**src/sv/cdq_pkg.sv**
```systemverilog
// Shared types and constants for the circular deque.
`timescale 1ns / 1ps
`default_nettype none

package cdq_pkg;

    localparam int CAPACITY = 8;
    localparam int IDXW     = (CAPACITY > 1) ? $clog2(CAPACITY) : 1;
    localparam int CNTW     = $clog2(CAPACITY + 1);
    localparam int SUMW     = CNTW + 1;

    typedef enum logic [2:0] {
        OP_PUSH_FRONT = 3'd0,
        OP_PUSH_REAR  = 3'd1,
        OP_POP_FRONT  = 3'd2,
        OP_POP_REAR   = 3'd3,
        OP_PEEK_FRONT = 3'd4,
        OP_PEEK_REAR  = 3'd5
    } t_op;

    typedef enum logic [1:0] {
        ST_OK        = 2'd0,
        ST_OVERFLOW  = 2'd1,
        ST_UNDERFLOW = 2'd2
    } t_status;

    typedef struct packed {
        logic [2:0]         op;
        logic signed [31:0] push_value;
    } t_in;

    typedef struct packed {
        logic signed [31:0] read_value;
        logic [1:0]         status;
        logic [3:0]         entry_count;
        logic               is_empty;
        logic               is_full;
    } t_out;

    // Controller to datapath commands
    typedef struct packed {
        logic load_in;
        logic exec;
        logic load_out;
    } t_cmd;

endpackage

`default_nettype wire

```
**src/sv/cdq_ctrl.sv**
```systemverilog
// Controller state machine for the circular deque.
`timescale 1ns / 1ps
`default_nettype none

module cdq_ctrl
    import cdq_pkg::*;
(
    input  wire logic i_clk,
    input  wire logic i_rst_n,
    input  wire logic i_valid,
    output logic      o_stall,
    output logic      o_valid,
    input  wire logic i_stall,
    output t_cmd      o_cmd
);

    typedef enum logic [1:0] {
        S_IDLE,
        S_EXEC,
        S_DONE
    } t_state;

    t_state r_state, n_state;
    logic   r_out_valid, n_out_valid;
    t_cmd   cmd;

    always_comb begin
        cmd         = '0;
        n_state     = r_state;
        n_out_valid = r_out_valid;
        if (r_out_valid && !i_stall) begin
            n_out_valid = 1'b0;
        end
        case (r_state)
            S_IDLE: begin
                if (i_valid) begin
                    cmd.load_in = 1'b1;
                    n_state     = S_EXEC;
                end
            end
            S_EXEC: begin
                cmd.exec = 1'b1;
                n_state  = S_DONE;
            end
            S_DONE: begin
                // hold until the output register is free or being drained
                if (!r_out_valid || !i_stall) begin
                    cmd.load_out = 1'b1;
                    n_out_valid  = 1'b1;
                    n_state      = S_IDLE;
                end
            end
            default: begin
                n_state = S_IDLE;
            end
        endcase
    end

    always_ff @(posedge i_clk) begin
        if (!i_rst_n) begin
            r_state     <= S_IDLE;
            r_out_valid <= 1'b0;
        end else begin
            r_state     <= n_state;
            r_out_valid <= n_out_valid;
        end
    end

    assign o_stall = (r_state != S_IDLE);
    assign o_valid = r_out_valid;
    assign o_cmd   = cmd;

    a_accept_to_exec: assert property (@(posedge i_clk) disable iff (!i_rst_n)
        (i_valid && !o_stall) |=> (r_state == S_EXEC))
        else $error("accepted request did not enter execution");

    a_exec_to_done: assert property (@(posedge i_clk) disable iff (!i_rst_n)
        (r_state == S_EXEC) |=> (r_state == S_DONE))
        else $error("execution did not reach the done state");

    a_no_overwrite: assert property (@(posedge i_clk) disable iff (!i_rst_n)
        cmd.load_out |-> (!r_out_valid || !i_stall))
        else $error("output register loaded while a result still waits");

    a_load_sets_valid: assert property (@(posedge i_clk) disable iff (!i_rst_n)
        cmd.load_out |=> o_valid)
        else $error("loaded result not presented");

endmodule

`default_nettype wire

```
**src/sv/cdq_dp.sv**
```systemverilog
// Datapath for the circular deque: ring store, indices and result register.
`timescale 1ns / 1ps
`default_nettype none

module cdq_dp
    import cdq_pkg::*;
(
    input  wire logic i_clk,
    input  wire logic i_rst_n,
    input  wire t_cmd i_cmd,
    input  wire t_in  i_req,
    output t_out      o_rsp
);

    logic [31:0]     r_ring [CAPACITY];
    logic [2:0]      r_op;
    logic [31:0]     r_word;
    logic [IDXW-1:0] r_front, n_front;
    logic [CNTW-1:0] r_count, n_count;
    logic [31:0]     r_rdata;
    logic            r_rd_ok, n_rd_ok;
    logic [1:0]      r_status, n_status;
    t_out            r_rsp;

    logic            empty, full;
    logic [SUMW-1:0] sum, sum_m1, rear_w, rear_m1_w;
    logic [IDXW-1:0] front_m1, front_p1, rear, rear_m1;
    logic [IDXW-1:0] wr_addr, rd_addr;
    logic            wr_en, rd_front;

    assign empty = (r_count == '0);
    assign full  = (r_count == CNTW'(CAPACITY));

    // wrap arithmetic without a modulo: sums stay below twice the capacity
    assign sum       = SUMW'(r_front) + SUMW'(r_count);
    assign sum_m1    = sum - SUMW'(1);
    assign rear_w    = (sum >= SUMW'(CAPACITY)) ? sum - SUMW'(CAPACITY) : sum;
    assign rear_m1_w = (sum_m1 >= SUMW'(CAPACITY)) ? sum_m1 - SUMW'(CAPACITY) : sum_m1;
    assign rear      = rear_w[IDXW-1:0];
    assign rear_m1   = rear_m1_w[IDXW-1:0];
    assign front_m1  = (r_front == '0) ? IDXW'(CAPACITY - 1) : r_front - IDXW'(1);
    assign front_p1  = (r_front == IDXW'(CAPACITY - 1)) ? '0 : r_front + IDXW'(1);

    assign rd_front = r_op inside {OP_POP_FRONT, OP_PEEK_FRONT};
    assign rd_addr  = rd_front ? r_front : rear_m1;

    always_comb begin
        n_front  = r_front;
        n_count  = r_count;
        n_status = ST_OK;
        n_rd_ok  = 1'b0;
        wr_en    = 1'b0;
        wr_addr  = rear;
        case (r_op)
            OP_PUSH_FRONT: begin
                if (full) begin
                    n_status = ST_OVERFLOW;
                end else begin
                    wr_en   = 1'b1;
                    wr_addr = front_m1;
                    n_front = front_m1;
                    n_count = r_count + CNTW'(1);
                end
            end
            OP_PUSH_REAR: begin
                if (full) begin
                    n_status = ST_OVERFLOW;
                end else begin
                    wr_en   = 1'b1;
                    n_count = r_count + CNTW'(1);
                end
            end
            OP_POP_FRONT: begin
                if (empty) begin
                    n_status = ST_UNDERFLOW;
                end else begin
                    n_rd_ok = 1'b1;
                    n_front = front_p1;
                    n_count = r_count - CNTW'(1);
                end
            end
            OP_POP_REAR: begin
                if (empty) begin
                    n_status = ST_UNDERFLOW;
                end else begin
                    n_rd_ok = 1'b1;
                    n_count = r_count - CNTW'(1);
                end
            end
            OP_PEEK_FRONT, OP_PEEK_REAR: begin
                if (empty) begin
                    n_status = ST_UNDERFLOW;
                end else begin
                    n_rd_ok = 1'b1;
                end
            end
            default: begin
                // unused codes leave everything alone
            end
        endcase
    end

    always_ff @(posedge i_clk) begin
        if (i_cmd.exec && wr_en) begin
            r_ring[wr_addr] <= r_word;
        end
        if (i_cmd.exec) begin
            r_rdata <= r_ring[rd_addr];
        end
    end

    always_ff @(posedge i_clk) begin
        if (i_cmd.load_in) begin
            r_op   <= i_req.op;
            r_word <= i_req.push_value;
        end
        if (i_cmd.exec) begin
            r_rd_ok  <= n_rd_ok;
            r_status <= n_status;
        end
        if (i_cmd.load_out) begin
            r_rsp.read_value  <= r_rd_ok ? r_rdata : '0;
            r_rsp.status      <= r_status;
            r_rsp.entry_count <= 4'(r_count);
            r_rsp.is_empty    <= (r_count == '0);
            r_rsp.is_full     <= (r_count >= CNTW'(CAPACITY));
        end
    end

    always_ff @(posedge i_clk) begin
        if (!i_rst_n) begin
            r_front <= '0;
            r_count <= '0;
        end else if (i_cmd.exec) begin
            r_front <= n_front;
            r_count <= n_count;
        end
    end

    assign o_rsp = r_rsp;

    a_count_bound: assert property (@(posedge i_clk) disable iff (!i_rst_n)
        r_count <= CNTW'(CAPACITY))
        else $error("stored count above capacity");

    a_front_bound: assert property (@(posedge i_clk) disable iff (!i_rst_n)
        r_front < IDXW'(CAPACITY - 1) || r_front == IDXW'(CAPACITY - 1))
        else $error("front index outside the ring");

    a_overflow_keeps: assert property (@(posedge i_clk) disable iff (!i_rst_n)
        (i_cmd.exec && n_status == ST_OVERFLOW) |=> $stable(r_count) && $stable(r_front))
        else $error("rejected push changed the ring state");

endmodule

`default_nettype wire

```
**src/sv/circular_deque.sv**
```systemverilog
// Top level of the circular deque: controller and datapath.
//
//  channel   direction  valid     stall     payload
//  request   in         i_valid   o_stall   i_req  (t_in)
//  response  out        o_valid   i_stall   o_rsp  (t_out)
//
// Each request passes through capture, ring access with a registered read,
// and load of the response register.
// A waiting response does not block the next request; only the load of the
// following response waits while i_stall holds the output register.
// Synchronous active-low reset clears the indices and handshake state;
// ring contents are not cleared and are only read once written.
`timescale 1ns / 1ps
`default_nettype none

module circular_deque
    import cdq_pkg::*;
(
    input  wire logic i_clk,
    input  wire logic i_rst_n,
    input  wire logic i_valid,
    output logic      o_stall,
    input  wire t_in  i_req,
    output logic      o_valid,
    input  wire logic i_stall,
    output t_out      o_rsp
);

    t_cmd cmd;

    cdq_ctrl u_ctrl (
        .i_clk   (i_clk),
        .i_rst_n (i_rst_n),
        .i_valid (i_valid),
        .o_stall (o_stall),
        .o_valid (o_valid),
        .i_stall (i_stall),
        .o_cmd   (cmd)
    );

    cdq_dp u_dp (
        .i_clk   (i_clk),
        .i_rst_n (i_rst_n),
        .i_cmd   (cmd),
        .i_req   (i_req),
        .o_rsp   (o_rsp)
    );

endmodule

`default_nettype wire

```
**config.mk**
```make
export PLATFORM = sky130hd
export DESIGN_NAME = circular_deque
export DESIGN_NICKNAME = d
export VERILOG_FILES = /design/src/sv/cdq_pkg.sv /design/src/sv/cdq_ctrl.sv /design/src/sv/cdq_dp.sv /design/src/sv/circular_deque.sv
export SDC_FILE = /design/constraint.sdc
export NUM_CORES = 1
export LEC_CHECK = 0
export BUFFER_PORTS_ARGS = -buffer_cell sky130_fd_sc_hd__clkbuf_2
export CAP_MARGIN = 20
export CORE_ASPECT_RATIO = 0.6
export CORE_MARGIN = 3
export CORE_UTILIZATION = 55
export CTS_BUF_LIST = sky130_fd_sc_hd__clkbuf_4 sky130_fd_sc_hd__clkbuf_8
export DETAILED_ROUTE_END_ITERATION = 10
export HOLD_SLACK_MARGIN = 0.06
export PLACE_DENSITY = 0.79
export SLEW_MARGIN = 20
export SYNTH_ARGS = -nofsm -noshare
export SYNTH_HDL_FRONTEND = slang
export SYNTH_HIERARCHICAL = 1
export SYNTH_SLANG_ARGS = --single-unit
```
**constraint.sdc**
```tcl
create_clock -name i_clk -period 4.15 [get_ports i_clk]
set_input_delay 0.2075 -clock i_clk [delete_from_list [all_inputs] [get_ports i_clk]]
set_output_delay 0.2075 -clock i_clk [all_outputs]
set_load 0.005 [all_outputs]
```
Yosys cells after proc, flatten, opt, wreduce, memory -nomap -nowiden
Memory sizes are Yosys's and may differ from the RTL's. A register that Yosys moved wholly into a read port is not among the register bits.
Cells that the tools add are included.

storage, ports and cells
  bits in registers = 88
  RAM bits = 256
  bits of input ports = 39
  output and inout bits = 42
  word-level logic and storage cells = 91
  memories kept = 1

cells by class
  add/sub/neg operators = 8
  magnitude comparators = 3
  equal/unequal tests = 15
  muxes and demuxes = 32
  reduce and logical (&&, ||, !) cells = 19

memories
  name         depth  bits a word  read ports  clocked after Yosys merged registers in  write ports  RTL line      source
  u_dp.r_ring  8      32           1           1                                        1            cdq_dp.sv:15  logic [31:0] r_ring [CAPACITY];

operators with widths
  kind                                                                    number
  3-bit two-way mux                                                       9
  1-bit two-way mux                                                       14
  5-bit by 4-bit >= comparator with 1-bit output (second input constant)  2
  2-bit != test (second input constant)                                   5
  3-bit equality test (second input constant)                             3
  3-bit by 1-bit subtractor with 3-bit output (second input constant)     3
  4-bit two-way mux                                                       2
  4-bit one-hot mux with 2 select lines                                   1
  4-bit AND reduction                                                     2
  2-bit nonzero test                                                      4
  3-bit by 2-bit equality test with 1-bit output (second input constant)  2
  3-bit zero test                                                         2
  2-bit two-way mux                                                       3
  2-bit one-hot mux with 3 select lines                                   1
  3-bit one-hot mux with 2 select lines                                   1
  3-bit by 4-bit adder with 5-bit output                                  1
  5-bit by 1-bit subtractor with 5-bit output (second input constant)     1
  4-bit by 1-bit adder with 4-bit output (second input constant)          1
  4-bit equality test (second input constant)                             1
  4-bit >= comparator (second input constant)                             1
  4-bit zero test                                                         1
  2-bit one-hot mux with 2 select lines                                   1
  2-bit OR reduction                                                      2
  4-bit OR reduction                                                      1
  11 further kinds                                                        13

Depth between registers and ports, before layout
  word-level depth = 6
  mapped depth = 10
  depth with buffers taken out = 8

Modules after synthesis
The synthesis kept the hierarchy.

by module, submodules not included
  module    instances  cells an instance  area each (µm²)
  cdq_dp    1          688                14313.7
  cdq_ctrl  1          14                 142.6

Worst setup path after synthesis
OpenSTA, ideal clock, no wires.

  kind = register -> register
  from = register u_dp.r_op[0]
  to = memory u_dp.r_ring[1][0] (enable)
  data arrival time = 3.974 ns
  data required time = 3.689 ns
  path slack = -0.285 ns
  stages on the path, launching flop included = 6
  path buffers = 1
  clock period less this slack = 4.435 ns
  cell sequence = edfxtp_1 clkbuf_1 a2111oi_0 mux2i_1 mux2_2 nor3_1

between the ends
  cells in the longest elaborated chain, start to end = 6
  elaborated cells between the ends (all ways) = 8
  classes of those cells = 1 x eq/ne; 4 x mux; 3 x reduce/logical

RTL lines
  item                                                                                      RTL line       source
  start, declared                                                                           cdq_dp.sv:16   logic [2:0] r_op;
  start signal, assigned                                                                    cdq_dp.sv:114  r_op <= i_req.op;
  3-bit by 1-bit equality test with 1-bit output / 3-bit zero test (equally long branches)  cdq_dp.sv:54   case (r_op)
  2-bit OR reduction (no line)                                                              n/a
  1-bit two-way mux                                                                         n/a
  1-bit logical AND                                                                         cdq_dp.sv:104  if (i_cmd.exec && wr_en) begin
  1-bit two-way mux                                                                         cdq_dp.sv:104
  1-bit two-way mux (implied by the code)                                                   cdq_dp.sv:105  r_ring[wr_addr] <= r_word;
  end, declared                                                                             cdq_dp.sv:15

Parallel ways exist; a longest one is shown, timed or not.

Final worst setup path
  from = register u_dp.r_front[0]
  to = register u_dp.r_rdata[29], read port of u_dp.r_ring (data pin)

between the ends
  cells in the longest elaborated chain, start to end = 5
  elaborated cells between the ends (all ways) = 6
  classes of those cells = 3 x add/sub; 1 x order compare; 2 x mux

RTL lines
  item                                                                                                                  RTL line       source
  start, declared                                                                                                       cdq_dp.sv:18   logic [IDXW-1:0] r_front, n_front;
  start signal, assigned                                                                                                cdq_dp.sv:135  r_front <= n_front;
  3-bit by 4-bit adder with 5-bit output                                                                                cdq_dp.sv:35   assign sum = SUMW'(r_front) + SUMW'(r_count);
  5-bit by 1-bit subtractor with 5-bit output                                                                           cdq_dp.sv:36   assign sum_m1 = sum - SUMW'(1);
  5-bit by 4-bit >= comparator with 1-bit output / 3-bit by 1-bit subtractor with 3-bit output (equally long branches)  cdq_dp.sv:38   assign rear_m1_w = (sum_m1 >= SUMW'(CAPACITY)) ? sum_m1 - SUMW'(CAPACITY) : sum_m1;
  3-bit two-way mux                                                                                                     cdq_dp.sv:38
  3-bit two-way mux (*)                                                                                                 cdq_dp.sv:45   assign rd_addr = rd_front ? r_front : rear_m1;
  end, declared                                                                                                         cdq_dp.sv:20   logic [31:0] r_rdata;

Mark *: on every way between the ends. The rest lies on a longest branch, timed or not.
A chain may end at the register's enable or synchronous reset.

==> summary.md <==
| Metric | Value |
|---|---|
| Clock sinks | between 300 and 400 |
| Worst hold path depth | 2 |
| Metal2 WL | roughly 13,000 um |
| Post-Syn Area per Cell | just over 20 um2 |
| Synth warn | 6 |
| TritonCTS clock tree | built |
| Highest metal layer with signal wires | met4 |
| RSZ-0062 raised after global routing | no |
| Number of port buffers | 80 |
| Detailed-router iteration count before antenna repair | 4 |
| Cell row count | 45 |
| Launching element type of the critical path | flip-flop |
| Critical path data required time | approximately 4500 ps |
| Core box area | between 20,000 and 30,000 um2 |
| Root Buffer | clkbuf_8 |
| Detailed Place HPWL | ~15,000 um |
| Reg2Reg Depth | 9 |
| Distinct cells, synth | 39 |
| Gr ovfl total | 0 |
| Fmax | between 200 and 300 MHz |
| DRT met1 WL | 12,000 um |
| PwrDens | about 460 nW/um2 |
| Final Wtd Congestion | about 0.8 |
| Fin crit share | 0.804 |
| Die X-Extent | around 220 um |
| Routed WL per cell | between 20 and 25 um |
| Syn_nets | approximately 750 |
| CTS Buf Count | between 50 and 60 |
| Share of layout cells above drive strength 1 | 0.402 |
| Worst-Skew Late Latency | just under 600 ps |
| DRT iter0 DRCs | 557 |
| Reg clk slew, reported paths | roughly 70 ps |
| Final hold viol count | 0 |
| CP arrival | between 3000 and 4000 ps |
| Sequential cell area | 11,200 um2 |
| I/O pin total | just over 80 |
| First-pass GRT wire length | approximately 42,000 um |
| Seq/Total Area, Yosys | 0.774 |
| Worst R2R Setup Slack | between 800 and 900 ps |
| Metal3 WL | 1540 um |
| Rel. slew slack | 0.383 |
| H-tree levels | 2 |
| Initial Util | 0.566 |
| Status | finished, final reports clean |
| Final routed DRC violation total | 0 |
| Setup total negative slack | 0 ps |
| #FFs+latches synth | approximately 380 |
| Fin util | 0.660 |
| Number of global-route vias before repair | 7,324 |
| Max IR drop VDD | about 0.26 mV |
| Vias per inst | 5.51 |
| Total die area | 28,300 um2 |
| CP max FO | 54 |
| Final ANT Viol Nets | 0 |
| Syn-to-layout area delta | 16.6% |
| Lkg Pwr | approximately 5.7 nW |
| Initial antenna violation count | 0 |
| Total GRT Usage | 0.194 |
| Nets | slightly above 900 |
| Total length of routed wires | about 27,000 um |
| Multi-input gate area | 3160 um2 |
| CP Class | reg2reg |
| Die height | ~130 um |
| Ant. Diodes | 0 |
| Max-cap violations | 0 |
| Pin slew with the least headroom to its limit | 900 ps |
| Crit end category | flip-flop |
| Deepest clock path buffer count | 3 |
| Hold Path Class | in2reg |
| Post-Syn Area | 14,500 um2 |
| Gate Count Post-Synth | 702 |
| Clk_skew | approximately 28 ps |
| Final Setup Violations | 0 |
| Min Tclk post-route | between 3000 and 4000 ps |
| Filler instances | roughly 1,600 |
| Slew Viols, Final | 0 |
| Detailed-route via count | slightly below 7,000 |
| Largest net degree at the start of global routing | 55 |
[cells in the final DEF, fill, tap and decap left out, types with 9 or more instances in the layout]
cell and n:
dfxtp_1 10, edfxtp_1 366, clkbuf_4 22, inv_1 10, buf_4 19, clkbuf_8 57
nor2_1 12, mux4_2 32, dlygate4sd3_1 38, clkbuf_2 80, and2_1 33, mux2_2 129
nand2_1 9
[final cells by class]
class                           count  share of cell area
Sequential cell                   376               0.664
Multi-Input combinational cell    288               0.187
Timing Repair Buffer              141              0.0595
Clock buffer                       79              0.0563
Tap cell                          352              0.0261
Clock inverter                     12             0.00453
Inverter                           10             0.00223
[state kept, by name, indices dropped and copies added (netlist names)]
signal          cells
u_dp/r_rdata       32
u_dp/o_rsp         40
u_dp/r_word        32
u_dp/r_status       2
u_ctrl/o_valid      1
u_dp/r_count        4
u_dp/r_rd_ok        1
u_dp/r_op           3
u_ctrl/r_state      2
u_dp/r_front        3
u_dp/r_ring       256
[metrics by stage]
step | total power, W | hold WS (ps) | cells | setup WS [ps] | instance area, um2
after floorplan | 0.00487 | 306 | 702 | -285 | 14500
after global placement | 0.00502 | 386 | 1129 | 950 | 15500
after detailed placement | 0.00504 | 386 | 1129 | 851 | 15500
after CTS | 0.00787 | 72.7 | 1258 | 832 | 16900
after global routing | 0.00809 | 83.4 | 1258 | 679 | 16900
final | 0.00779 | 105 | 1258 | 815 | 16900
[cell usage after synthesis (all sizes together)]
cell type | n | area, um2
a211oi | 2 | 15.0
nor2 | 12 | 45.0
mux2i | 3 | 30.0
a21oi | 7 | 35.0
o21a | 2 | 15.0
a2111oi | 2 | 17.5
buf | 19 | 143
xnor2 | 6 | 60.1
a311oi | 1 | 8.76
o21ai | 7 | 46.3
or3 | 2 | 12.5
nor2b | 1 | 6.26
nor3b | 1 | 12.5
a211o | 1 | 8.76
clkbuf | 9 | 41.3
a21boi | 1 | 7.51
edfxtp | 366 | 11000
or2 | 2 | 12.5
a21o | 2 | 15.0
mux4 | 32 | 721
fa | 2 | 40.0
nor4b | 1 | 8.76
nand2b | 4 | 25.0
and2b | 1 | 10.0
ha | 8 | 100
a31oi | 1 | 6.26
nand2 | 9 | 33.8
and4b | 1 | 10.0
nor3 | 13 | 65.1
xor2 | 2 | 17.5
and2 | 33 | 206
mux2 | 129 | 1450
inv | 10 | 37.5
dfxtp | 10 | 200
[routing by layer]
layer,vias up,track usage
met1,3565,0.278
met4,0,0.0576
met5,-,0
li1,3110,-
met2,217,0.306
met3,45,0.0400
[cells by family after synthesis]
logic type | Yosys count | synth area share
flip-flops | 376 | 0.774
multiplexers | 164 | 0.152
AND/OR/NAND/NOR | 80 | 0.0310
buffers and inverters | 38 | 0.0153
AO/OA/AOI/OAI | 26 | 0.0121
adder cells (fa/ha/maj) | 10 | 0.00969
XOR/XNOR | 8 | 0.00537
[power by group]
| part | internal, W | switching [W] |
|---|---|---|
| Combinational | 0.000346 | 0.000303 |
| Sequential | 0.00428 | 0.0000615 |
| Clock | 0.00151 | 0.00129 |
| Total | 0.00614 | 0.00166 |
[worst max-delay path, stage by stage, from the launching register on]
cell,delay (ps)
dfxtp_1,510
ha_1,210
inv_1,50
fa_1,480
ha_1,320
o21ai_2,70
o21ai_4,190
buf_12,340
mux2_2,380
mux4_2,480
[what timing repair did]
| action | 4_1_cts | 5_1_grt |
|---|---|---|
| endpoints found under the setup margin | 0 | 0 |
| endpoints found under the hold margin | 45 | 0 |
| hold buffers | 38 | 0 |
| buffers inserted | 0 | 0 |
| resized for setup | 0 | 0 |
[final timing paths]
check,start,end
worst max-delay path,u_dp/r_front[0],u_dp/r_rdata[29]
worst min-delay path,i_valid,u_dp/r_word[12]
worst max register to register,u_dp/r_front[0],u_dp/r_rdata[29]
worst min register to register,u_dp/r_status[1],u_dp/o_rsp[7]
Note: power is estimated with default switching activity, not from simulation.
